$ cat src/rtl/core/rrts_pkg.sv
// ----------------------------------------------------------------------------
// rrts_pkg
// Types and constants shared by the round robin task scheduler modules.
// ----------------------------------------------------------------------------
package rrts_pkg;

    localparam int NUM_SLOTS = 16;
    localparam int SLOT_W    = $clog2(NUM_SLOTS);
    localparam int CNT_W     = 32;

    typedef logic [SLOT_W-1:0] slot_t;

    typedef enum logic [1:0] {
        ST_UNUSED  = 2'd0,
        ST_READY   = 2'd1,
        ST_RUNNING = 2'd2,
        ST_WAITING = 2'd3
    } slot_state_t;

    typedef enum logic [2:0] {
        REQ_TICK   = 3'd0,
        REQ_SLEEP  = 3'd1,
        REQ_EXIT   = 3'd2,
        REQ_CREATE = 3'd3,
        REQ_ALARM  = 3'd4
    } req_t;

    localparam logic [1:0] STATUS_OK       = 2'd0;
    localparam logic [1:0] STATUS_NO_SLOT  = 2'd1;
    localparam logic [1:0] STATUS_SHUTDOWN = 2'd2;

    // one table entry: state plus sleep countdown
    typedef struct packed {
        slot_state_t    st;
        logic [CNT_W-1:0] sleep;
    } entry_t;

    // port of the slot table
    typedef struct packed {
        logic   rd_en;
        slot_t  rd_addr;
        logic   wr_en;
        slot_t  wr_addr;
        entry_t wr_data;
    } mem_req_t;

endpackage

$ cat src/rtl/core/rrts_slot_ram.sv
// ----------------------------------------------------------------------------
// rrts_slot_ram
// Slot table: one write and one registered read port, with no reset of its own.
// ----------------------------------------------------------------------------
module rrts_slot_ram (
    input  logic              clk,
    input  rrts_pkg::mem_req_t mreq,
    output rrts_pkg::entry_t   rd_data
);
    import rrts_pkg::*;

    entry_t mem [NUM_SLOTS];

    always_ff @(posedge clk)
    begin
        if (mreq.wr_en)
        begin
            mem[mreq.wr_addr] <= mreq.wr_data;
        end
        if (mreq.rd_en)
        begin
            rd_data <= mem[mreq.rd_addr];
        end
    end

endmodule

$ cat src/rtl/core/round_robin_task_scheduler_top.sv
// ----------------------------------------------------------------------------
// round_robin_task_scheduler_top
// Round robin scheduler with per-slot sleep timers and one periodic alarm.
// ----------------------------------------------------------------------------
// Each request runs sequentially over the slot table, held in a synchronous
// RAM with one write port and one registered read port. After reset a clearing
// pass writes every slot before the first request is taken.
// A tick walks every slot once to count down sleepers, then walks again for
// the round robin pick; sleep and exit also walk twice (update, then pick).
// Each walk reads one table entry a cycle through the table port; after the
// pick the chosen slot is marked running (read, then rewrite), and the finish
// and output states load the result. A new request is taken only once the
// result has been loaded and the scheduler is back in idle. Create walks once,
// an exit that shuts down walks once and marks slot 0, and set alarm and
// unknown codes skip the table and pass straight through finish and output.
// The result is held in an output register so the next request may be taken
// while it waits; a result not yet taken stalls only the following result.
module round_robin_task_scheduler_top (
    input  logic        clk,
    input  logic        rst_n,
    input  logic        s_tvalid,
    output logic        s_tready,
    input  logic [39:0] s_tdata,   // [2:0] req_type, [34:3] tick_count
    output logic        m_tvalid,
    input  logic        m_tready,
    output logic [39:0] m_tdata    // [3:0] running_slot, [4] switched,
                                   // [5] alarm_fired, [37:6] ret_value,
                                   // [39:38] status
);
    import rrts_pkg::*;

    typedef enum logic [6:0] {
        S_CLEAR = 7'b0000001,
        S_IDLE  = 7'b0000010,
        S_SCAN  = 7'b0000100,
        S_PICK  = 7'b0001000,
        S_MARK  = 7'b0010000,
        S_FIN   = 7'b0100000,
        S_OUT   = 7'b1000000
    } fsm_t;

    localparam int IDX_W = SLOT_W + 1;

    fsm_t             state_reg, state_next;
    logic [IDX_W-1:0] idx_reg, idx_next;       // address issued
    logic             rv_reg, rv_next;          // read data valid
    slot_t            ra_reg, ra_next;          // address of read data
    req_t             req_reg, req_next;
    logic [CNT_W-1:0] ticks_reg, ticks_next;
    slot_t            run_reg, run_next, before_reg, before_next;
    logic [CNT_W-1:0] alarm_left_reg, alarm_left_next;
    logic [CNT_W-1:0] period_reg, period_next;
    logic             fired_reg, fired_next;
    logic [CNT_W-1:0] ret_reg, ret_next;
    logic [1:0]       status_reg, status_next;
    logic             found_reg, found_next, any_reg, any_next;
    slot_t            pick_reg, pick_next;
    logic             cur_ready_reg, cur_ready_next;
    logic             ov_reg, ov_next;
    logic [39:0]      od_reg, od_next;

    mem_req_t mreq;
    entry_t   rd;
    entry_t   upd;
    slot_t    ia;
    slot_t    scan_addr;

    rrts_slot_ram u_ram (
        .clk     (clk),
        .mreq    (mreq),
        .rd_data (rd)
    );

    assign ia        = idx_reg[SLOT_W-1:0];
    assign scan_addr = slot_t'(before_reg + ia + slot_t'(1));  // pick order
    assign s_tready  = (state_reg == S_IDLE);
    assign m_tvalid  = ov_reg;
    assign m_tdata   = od_reg;

    always_comb
    begin
        state_next     = state_reg;
        idx_next       = idx_reg;
        rv_next        = 1'b0;
        ra_next        = ra_reg;
        req_next       = req_reg;
        ticks_next     = ticks_reg;
        run_next       = run_reg;
        before_next    = before_reg;
        alarm_left_next = alarm_left_reg;
        period_next    = period_reg;
        fired_next     = fired_reg;
        ret_next       = ret_reg;
        status_next    = status_reg;
        found_next     = found_reg;
        any_next       = any_reg;
        pick_next      = pick_reg;
        cur_ready_next = cur_ready_reg;
        ov_next        = ov_reg && !m_tready;
        od_next        = od_reg;
        mreq           = '0;
        upd            = rd;

        unique case (state_reg)
            S_CLEAR:
            begin
                mreq.wr_en   = 1'b1;
                mreq.wr_addr = ia;
                mreq.wr_data.st    = (ia == '0) ? ST_RUNNING : ST_UNUSED;
                mreq.wr_data.sleep = '0;
                idx_next = idx_reg + IDX_W'(1);
                if (idx_reg == IDX_W'(NUM_SLOTS - 1))
                begin
                    state_next = S_IDLE;
                end
            end
            S_IDLE:
            begin
                if (s_tvalid && s_tready)
                begin
                    req_next    = req_t'(s_tdata[2:0]);
                    ticks_next  = s_tdata[34:3];
                    before_next = run_reg;
                    fired_next  = 1'b0;
                    ret_next    = '0;
                    status_next = STATUS_OK;
                    found_next  = 1'b0;
                    any_next    = 1'b0;
                    idx_next    = '0;
                    unique case (s_tdata[2:0])
                        REQ_TICK, REQ_SLEEP, REQ_EXIT, REQ_CREATE:
                        begin
                            state_next = S_SCAN;
                            status_next = (s_tdata[2:0] == REQ_CREATE) ?
                                          STATUS_NO_SLOT : STATUS_OK;
                        end
                        REQ_ALARM:
                        begin
                            ret_next        = alarm_left_reg;
                            alarm_left_next = s_tdata[34:3];
                            period_next     = s_tdata[34:3];
                            state_next      = S_FIN;
                        end
                        default: state_next = S_FIN;
                    endcase
                    if (s_tdata[2:0] == REQ_TICK && alarm_left_reg != '0)
                    begin
                        if (alarm_left_reg == CNT_W'(1))
                        begin
                            fired_next      = 1'b1;
                            alarm_left_next = period_reg;
                        end
                        else
                        begin
                            alarm_left_next = alarm_left_reg - CNT_W'(1);
                        end
                    end
                end
            end
            S_SCAN:
            begin
                // read slot idx, modify and write it back in the following cycle
                if (idx_reg != IDX_W'(NUM_SLOTS))
                begin
                    mreq.rd_en   = 1'b1;
                    mreq.rd_addr = ia;
                    ra_next      = ia;
                    rv_next      = 1'b1;
                    idx_next     = idx_reg + IDX_W'(1);
                end
                if (rv_reg)
                begin
                    mreq.wr_addr = ra_reg;
                    unique case (req_reg)
                        REQ_TICK:
                        begin
                            if (ra_reg != '0 && rd.st == ST_WAITING && rd.sleep != '0)
                            begin
                                if (rd.sleep == CNT_W'(1))
                                begin
                                    upd.st = ST_READY;
                                end
                                upd.sleep = rd.sleep - CNT_W'(1);
                            end
                            if (ra_reg == before_reg && rd.st == ST_RUNNING)
                            begin
                                upd.st = ST_READY;
                            end
                            mreq.wr_en = 1'b1;
                        end
                        REQ_SLEEP:
                        begin
                            if (ra_reg == before_reg)
                            begin
                                upd.st     = ST_WAITING;
                                upd.sleep  = ticks_reg;
                                mreq.wr_en = 1'b1;
                            end
                        end
                        REQ_EXIT:
                        begin
                            if (ra_reg == before_reg)
                            begin
                                upd.st     = ST_UNUSED;
                                mreq.wr_en = 1'b1;
                            end
                            else if (ra_reg != '0 && rd.st != ST_UNUSED)
                            begin
                                any_next = 1'b1;
                            end
                        end
                        REQ_CREATE:
                        begin
                            if (ra_reg != '0 && rd.st == ST_UNUSED && !found_reg)
                            begin
                                upd.st      = ST_READY;
                                upd.sleep   = '0;
                                mreq.wr_en  = 1'b1;
                                found_next  = 1'b1;
                                ret_next    = CNT_W'(ra_reg);
                                status_next = STATUS_OK;
                            end
                        end
                        default: ;
                    endcase
                    mreq.wr_data = upd;
                end
                if (idx_reg == IDX_W'(NUM_SLOTS) && !rv_reg)
                begin
                    idx_next   = '0;
                    found_next = 1'b0;
                    if (req_reg == REQ_CREATE)
                    begin
                        state_next = S_FIN;
                    end
                    else if (req_reg == REQ_EXIT && !any_reg)
                    begin
                        status_next = STATUS_SHUTDOWN;
                        pick_next   = '0;
                        state_next  = S_MARK;
                    end
                    else
                    begin
                        state_next = S_PICK;
                    end
                end
            end
            S_PICK:
            begin
                // visit slots after the current one in round robin order
                if (idx_reg != IDX_W'(NUM_SLOTS))
                begin
                    mreq.rd_en   = 1'b1;
                    mreq.rd_addr = scan_addr;
                    ra_next      = scan_addr;
                    rv_next      = 1'b1;
                    idx_next     = idx_reg + IDX_W'(1);
                end
                if (rv_reg)
                begin
                    if (ra_reg == before_reg)
                    begin
                        cur_ready_next = (rd.st == ST_READY);
                    end
                    else if (ra_reg != '0 && rd.st == ST_READY && !found_reg)
                    begin
                        found_next = 1'b1;
                        pick_next  = ra_reg;
                    end
                end
                if (idx_reg == IDX_W'(NUM_SLOTS) && !rv_reg)
                begin
                    if (!found_reg)
                    begin
                        pick_next = cur_ready_reg ? before_reg : '0;
                    end
                    state_next = S_MARK;
                end
            end
            S_MARK:
            begin
                // running slot keeps its countdown: read, then rewrite state
                if (!rv_reg)
                begin
                    mreq.rd_en   = 1'b1;
                    mreq.rd_addr = pick_reg;
                    rv_next      = 1'b1;
                end
                else
                begin
                    upd.st       = ST_RUNNING;
                    mreq.wr_en   = 1'b1;
                    mreq.wr_addr = pick_reg;
                    mreq.wr_data = upd;
                    run_next     = pick_reg;
                    state_next   = S_FIN;
                end
            end
            S_FIN:
            begin
                state_next = S_OUT;
            end
            S_OUT:
            begin
                if (!ov_reg || m_tready)
                begin
                    ov_next = 1'b1;
                    od_next = {status_reg, ret_reg, fired_reg,
                               (run_reg != before_reg), 4'(run_reg)};
                    state_next = S_IDLE;
                end
            end
            default: state_next = S_IDLE;
        endcase
    end

    always_ff @(posedge clk or negedge rst_n)
    begin
        if (!rst_n)
        begin
            state_reg      <= S_CLEAR;
            idx_reg        <= '0;
            rv_reg         <= 1'b0;
            run_reg        <= '0;
            alarm_left_reg <= '0;
            period_reg     <= '0;
            ov_reg         <= 1'b0;
            found_reg      <= 1'b0;
            any_reg        <= 1'b0;
            cur_ready_reg  <= 1'b0;
        end
        else
        begin
            state_reg      <= state_next;
            idx_reg        <= idx_next;
            rv_reg         <= rv_next;
            run_reg        <= run_next;
            alarm_left_reg <= alarm_left_next;
            period_reg     <= period_next;
            ov_reg         <= ov_next;
            found_reg      <= found_next;
            any_reg        <= any_next;
            cur_ready_reg  <= cur_ready_next;
        end
    end

    always_ff @(posedge clk)
    begin
        ra_reg     <= ra_next;
        req_reg    <= req_next;
        ticks_reg  <= ticks_next;
        before_reg <= before_next;
        fired_reg  <= fired_next;
        ret_reg    <= ret_next;
        status_reg <= status_next;
        pick_reg   <= pick_next;
        od_reg     <= od_next;
    end

endmodule

$ cat config.mk
export PLATFORM = sky130hd
export DESIGN_NAME = round_robin_task_scheduler_top
export DESIGN_NICKNAME = d
export VERILOG_FILES = /design/src/rtl/core/rrts_pkg.sv /design/src/rtl/core/rrts_slot_ram.sv /design/src/rtl/core/round_robin_task_scheduler_top.sv
export SDC_FILE = /design/constraint.sdc
export NUM_CORES = 1
export LEC_CHECK = 0
export BUFFER_PORTS_ARGS = -buffer_cell sky130_fd_sc_hd__buf_2
export CORE_MARGIN = 1
export CORE_UTILIZATION = 30
export CTS_CLUSTER_DIAMETER = 60
export CTS_CLUSTER_SIZE = 14
export DETAILED_ROUTE_END_ITERATION = 8
export MAX_ROUTING_LAYER = met4
export SETUP_SLACK_MARGIN = 0.1
export SYNTH_ARGS = -nofsm -noshare
export SYNTH_HDL_FRONTEND = slang
export SYNTH_HIERARCHICAL = 1
export SYNTH_SLANG_ARGS = --single-unit
export TNS_END_PERCENT = 30
$ cat constraint.sdc
create_clock -name clk -period 9.2 [get_ports clk]
set_clock_uncertainty 0.05 [all_clocks]
set_input_delay 1.38 -clock clk [delete_from_list [all_inputs] [get_ports clk]]
set_output_delay 1.38 -clock clk [all_outputs]
set_load 0.05 [all_outputs]
==> results of run 1 <==
-- cell usage in the layout (no fill, tap or decap), types with 32 or more instances in the layout --
cell type	count
edfxtp_1	700
mux4_2	136
nand2_1	134
nor2_1	89
dfrtp_1	84
a22oi_1	83
buf_2	79
clkbuf_16	72
o21ai_0	62
a21oi_1	61
buf_4	59
and2_1	36
nor3_1	33
mux2_2	32
-- power by group --
| part | switching (mW) | total (mW) | internal, mW |
|---|---|---|---|
| combinational | 0.777 | 1.25 | 0.475 |
| sequential | 0.312 | 4.54 | 4.23 |
| clock | 1.31 | 2.84 | 1.53 |
| total | 2.40 | 8.63 | 6.23 |
-- how the worst min path moves through the flow --
| stage | end | slack, ps | cells past startpoint |
|---|---|---|---|
| 5_1_grt | m_tdata[30] | 370 | 0 |
| 2_1_floorplan | m_tdata[10] | 350 | 0 |
| 3_3_place_gp | m_tdata[14] | 350 | 0 |
| 3_5_place_dp | m_tdata[34] | 350 | 0 |
| 4_1_cts | m_tdata[35] | 370 | 0 |
| 6_report | m_tdata[35] | 370 | 0 |
-- cell usage after synthesis, types with 9 or more instances --
library cell,count,area (um^2)
edfxtp_1,700,21000
mux4_2,136,3060
nand2_1,134,503
nor2_1,102,383
dfrtp_1,84,2100
a22oi_1,83,623
clkbuf_1,81,304
o21ai_0,63,315
a21oi_1,61,305
nor3_1,41,205
and2_1,36,225
mux2_2,32,360
nand3_1,30,150
inv_1,26,97.6
nor4_1,21,131
a221oi_1,19,166
xnor2_1,19,166
buf_2,18,90.1
nand4_1,18,113
a22o_1,17,149
or3_1,17,106
or4_1,15,113
a31oi_1,13,81.3
ha_1,12,150
nor2b_1,11,68.8
xor2_1,11,96.3
nand2b_1,10,62.6
o211ai_1,10,75.1
and3_1,9,56.3
o31ai_1,9,67.6
-- per-layer routing --
metal  vias up  GRT usage  share of wire
li1       8173          -              -
met1      9968      0.199           0.42
met2       660      0.258           0.50
met3       130     0.0207          0.057
met4         0     0.0410          0.020
met5         -          -              0
-- critical path, delay by kind of cell (launching register included) --
| family | cells | cell delay (ps) |
|---|---|---|
| simple gates | 3 | 1560 |
| compound gates | 2 | 1070 |
| buf+inv | 1 | 910 |
| mux | 1 | 600 |
| flops | 1 | 410 |
-- area by class of cell --
class                   count  area [um^2]
fillers                 10142        70400
flip-flops and latches    785        23100
multi-input cells        1057         9130
clock buffers              82         1840
well taps                1403         1760
repair buffers            138          838
clock inverters            19          267
inverters                  26         97.6
-- cell families (layout without fill, tap and decap cells) --
logic type,count (synthesis),in the layout,synth area share
buffers and inverters,135,265,0.0177
AND/OR/NAND/NOR,471,471,0.0726
flip-flops,785,785,0.709
XOR/XNOR,30,30,0.00805
multiplexers,174,174,0.107
AO/OA/AOI/OAI,369,369,0.0804
adder cells (fa/ha/maj),13,13,0.00521
==> reports/metrics.yaml, run 1 <==
route:
  drt-total-wl_mm: 83.0
  first_pass_iters: 6
  vias: 18931
  drcViolationCount: 0
  post_drt_wl_per_cell_um: 23.6
  viasPerCell: 5.39
  ant_nets: 0
  drtIter0Drc: 2112
synthesis:
  async_reset_ff_frac: 0.108
  yosys_warnings: 6
  syn_nets: 2034
  yosysUniqueCellTypes: 85
  synth.avg_cell_area_um2: 16.5
  synth.cell_area_mm2: 0.0326
  synth_edf_count: 700
  yosys_most_used_dff: "edfxtp_1"
  synth-seq-cells: 785
  synth_cells: 1977
  yosysSeqAreaShare: 0.709
place:
  placed_area_mm2: 0.0350
  dp_hpwl_mm: 48.9
  pre_cts_ws_ps: 4160
  numPortBuffers: 80
  gp_congestion: 0.885
  placed_cells: 3409
setup_path:
  r2r_start: "state_reg[1]"
  path_class: "reg2reg"
  startpoint_type: "flip-flop"
  r2r_slack_ps: 4200
  required_ps: 9520
  path_cells: "nor4_1, and3_1, a221o_4, buf_4, mux4_2, a22oi_1, nand2_1"
  cp-startpoint: "state_reg[1]"
  critPathMaxStageDelay_ps: 910
  worst-r2r-cell-count: 7
  cp.arrival_ps: 5320
  crit_path_end: "u_ram/rd_data[22]"
  critical_path.slowest_cell: "buf_4"
  crit_path_end_kind: "flip-flop"
  cp_max_fo: 52
  r2r_end: "u_ram/rd_data[22]"
grt:
  grt_pass1_vias: 19432
  grtUsageTotal: 0.155
  grt_max_degree: 68
  grt_pass1_wl_mm: 126
  overflow: 0
  antenna_found_initial: 1
final_layout:
  drive_gt1_frac: 0.212
  stdcell_count: 3510
  num_antenna_cells: 0
  syn2layout_area_growth_pct: 13.6
  final_cell_area_mm2: 0.0371
  fin_util: 0.345
  largest_reg_flops: 544
  nets: 2136
  top_register: "u_ram/mem"
die:
  start_util: 0.304
  dieArea_mm2: 0.110
  core-area_mm2: 0.108
  die_y_um: 332
  io_pins: 86
  rows: 120
  die_w_um: 332
sta:
  slew_headroom: 0.0807
  slew_viol_final: 0
  fin_hold_ws_ps: 365
  fmaxAchievable_mhz: 200
  grt_setup_unrepaired: "no"
  hold_violations: 0
  fin_crit_sh: 0.544
  tightest_slew_ps: 1370
  timing.setup.tns_ps: 0
  setup_violations: 0
  fin_crit_ps: 5000
  fin_ws_ps: 4200
power:
  power_density_mw_per_mm2: 233
  power.leakage_nw: 11.0
  total_power_mw: 8.63
  vdd_drop_max_mv: 0.127
clocking:
  htreeDepth: 3
  ctsResizeCount: 0
  clk_pin_slew_ps: 70
  cts_sinks: 785
  post_cts_buffers: 0
  holdBufCountCts: 0
  clk_latency_ps: 630
  cts_buffers: 71
  cts_buffer_depth: 3
  root_buffer: "clkbuf_16"
  cts_tree: "yes"
min_path:
  hp-class: "reg2reg"
  min_from: "ret_reg[29]"
outcome:
  status: "finished clean"
job:
  maxCapViolations: 0
Power figures use the tool's default switching activity.
==> run 2, diff against run 1 <==
==> constraint.sdc (replaced) <==
create_clock -name clk -period 4.3 [get_ports clk]
set_clock_uncertainty 0.05 [all_clocks]
set_input_delay 0.645 -clock clk [delete_from_list [all_inputs] [get_ports clk]]
set_output_delay 0.645 -clock clk [all_outputs]
set_load 0.05 [all_outputs]
==> run 2 against run 1 <==
  * Sequential cell count unchanged
  * First-iteration DRC count increased by 1.5%
  * Final area increased by 1.4%
  * Clock-buffer cell count increased by 3
  * Critical endpoint is now u_ram/mem[8][30]
  * Sequential power increased by 110%
  * Via count increased by 0.54%
  * Largest cell class unchanged
  * Setup slack got worse by 3800 ps
  * Maximum frequency increased by 28%
==> reports/metrics.yaml, run 2 (synthesis results as in run 1) <==
route:
  drtIter0Drc: 2143
  drcViolationCount: 0
  viasPerCell: 5.37
  ant_nets: 0
  first_pass_iters: 6
  post_drt_wl_per_cell_um: 23.2
  vias: 19033
  drt-total-wl_mm: 82.4
clocking:
  cts_sinks: 785
  clk_latency_ps: 640
  htreeDepth: 3
  root_buffer: "clkbuf_16"
  holdBufCountCts: 0
  post_cts_buffers: 0
  clk_pin_slew_ps: 70
  cts_buffer_depth: 3
  cts_buffers: 70
  ctsResizeCount: 0
  cts_tree: "yes"
final_layout:
  final_common_cell: "edfxtp_1"
  final_cell_area_mm2: 0.0376
  drive_gt1_frac: 0.222
  largest_reg_flops: 544
  nets: 2169
  top_register: "u_ram/mem"
  layout_common_cells: "700 x edfxtp_1, 136 x mux4_2, 134 x nand2_1, 89 x nor2_1, 84 x dfrtp_1"
  syn2layout_area_growth_pct: 15.1
die:
  rows: 120
  die_y_um: 332
  die_w_um: 332
  start_util: 0.304
  dieArea_mm2: 0.110
  core-area_mm2: 0.108
  io_pins: 86
sta:
  fin_crit_sh: 0.911
  timing.setup.tns_ps: 0
  fin_crit_ps: 3920
  slew_headroom: 0.177
  hold_violations: 0
  setup_violations: 0
  tightest_slew_ps: 1230
  grt_setup_unrepaired: "no"
  fin_hold_ws_ps: 51.3
  slew_viol_final: 0
  fin_ws_ps: 384
  fmaxAchievable_mhz: 255
power:
  vdd_drop_max_mv: 0.305
  power_density_mw_per_mm2: 488
  total_power_mw: 18.3
  power.leakage_nw: 11.1
job:
  maxCapViolations: 0
setup_path:
  cp_max_fo: 16
  path_class: "reg2reg"
  startpoint_type: "flip-flop"
  crit_path_end_kind: "flip-flop"
  required_ps: 4510
  cp.arrival_ps: 4120
grt:
  overflow: 0
  grt_pass1_wl_mm: 124
  grt_pass1_vias: 18970
  grt_max_degree: 65
  grtUsageTotal: 0.153
  antenna_found_initial: 1
min_path:
  hp-class: "in2async"
place:
  dp_hpwl_mm: 49.6
  pre_cts_ws_ps: 362
  gp_congestion: 0.879
  numPortBuffers: 80
  placed_area_mm2: 0.0356
outcome:
  status: "finished clean"
-- run 2: layer usage --
layer  wire, um  track usage  part of all wire  up-vias
met4       1780       0.0458             0.022        0
met5          0            -                 0        -
met2      40900        0.249              0.50      747
met3       4940       0.0204             0.060      142
li1           -            -                 -     8244
met1      34800        0.199              0.42     9900
-- run 2: critical path: stages (launching register included) --
cell and delay (ps):
edfxtp_1 440, or4_1 700, nor4_4 310, nand3_1 240
or4_1 630, o31a_1 270, o211ai_1 900
-- run 2: report_power, final --
part	switching [mW]	leakage, nW	internal [mW]
Sequential	0.646	6.66	9.05
Clock	2.76	0.980	3.07
Combinational	1.70	3.50	1.11
Total	5.10	11.1	13.2
-- run 2: per-stage QoR --
step           instances  utilization
6_report            3545        0.350
3_5_place_dp        3443        0.331
3_3_place_gp        3443        0.331
2_1_floorplan       1977            -
4_1_cts             3543        0.350
5_1_grt             3544        0.350
-- run 2: worst paths after layout --
kind / from / end / slack, ps / cells past startpoint
max: u_ram/rd_data[8] / u_ram/mem[8][30] / 380 / 6
max reg2reg: u_ram/rd_data[8] / u_ram/mem[8][30] / 380 / 6
min reg2reg: ret_reg[25] / m_tdata[31] / 370 / 0
min: rst_n / state_reg[1] / 50 / 1
max in group asynchronous: rst_n / period_reg[13] / 3240 / 2
min in group clk: s_tdata[18] / ticks_reg[15] / 170 / 1
-- run 2: layout make-up --
cell class | count | area (um^2)
Sequential cell | 785 | 23100
Clock buffer | 85 | 1840
Tap cell | 1403 | 1760
Multi-Input combinational cell | 1057 | 9140
Timing Repair Buffer | 172 | 1420
Antenna cell | 2 | 5.00
Fill cell | 10116 | 69900
Clock inverter | 15 | 178
Inverter | 26 | 97.6
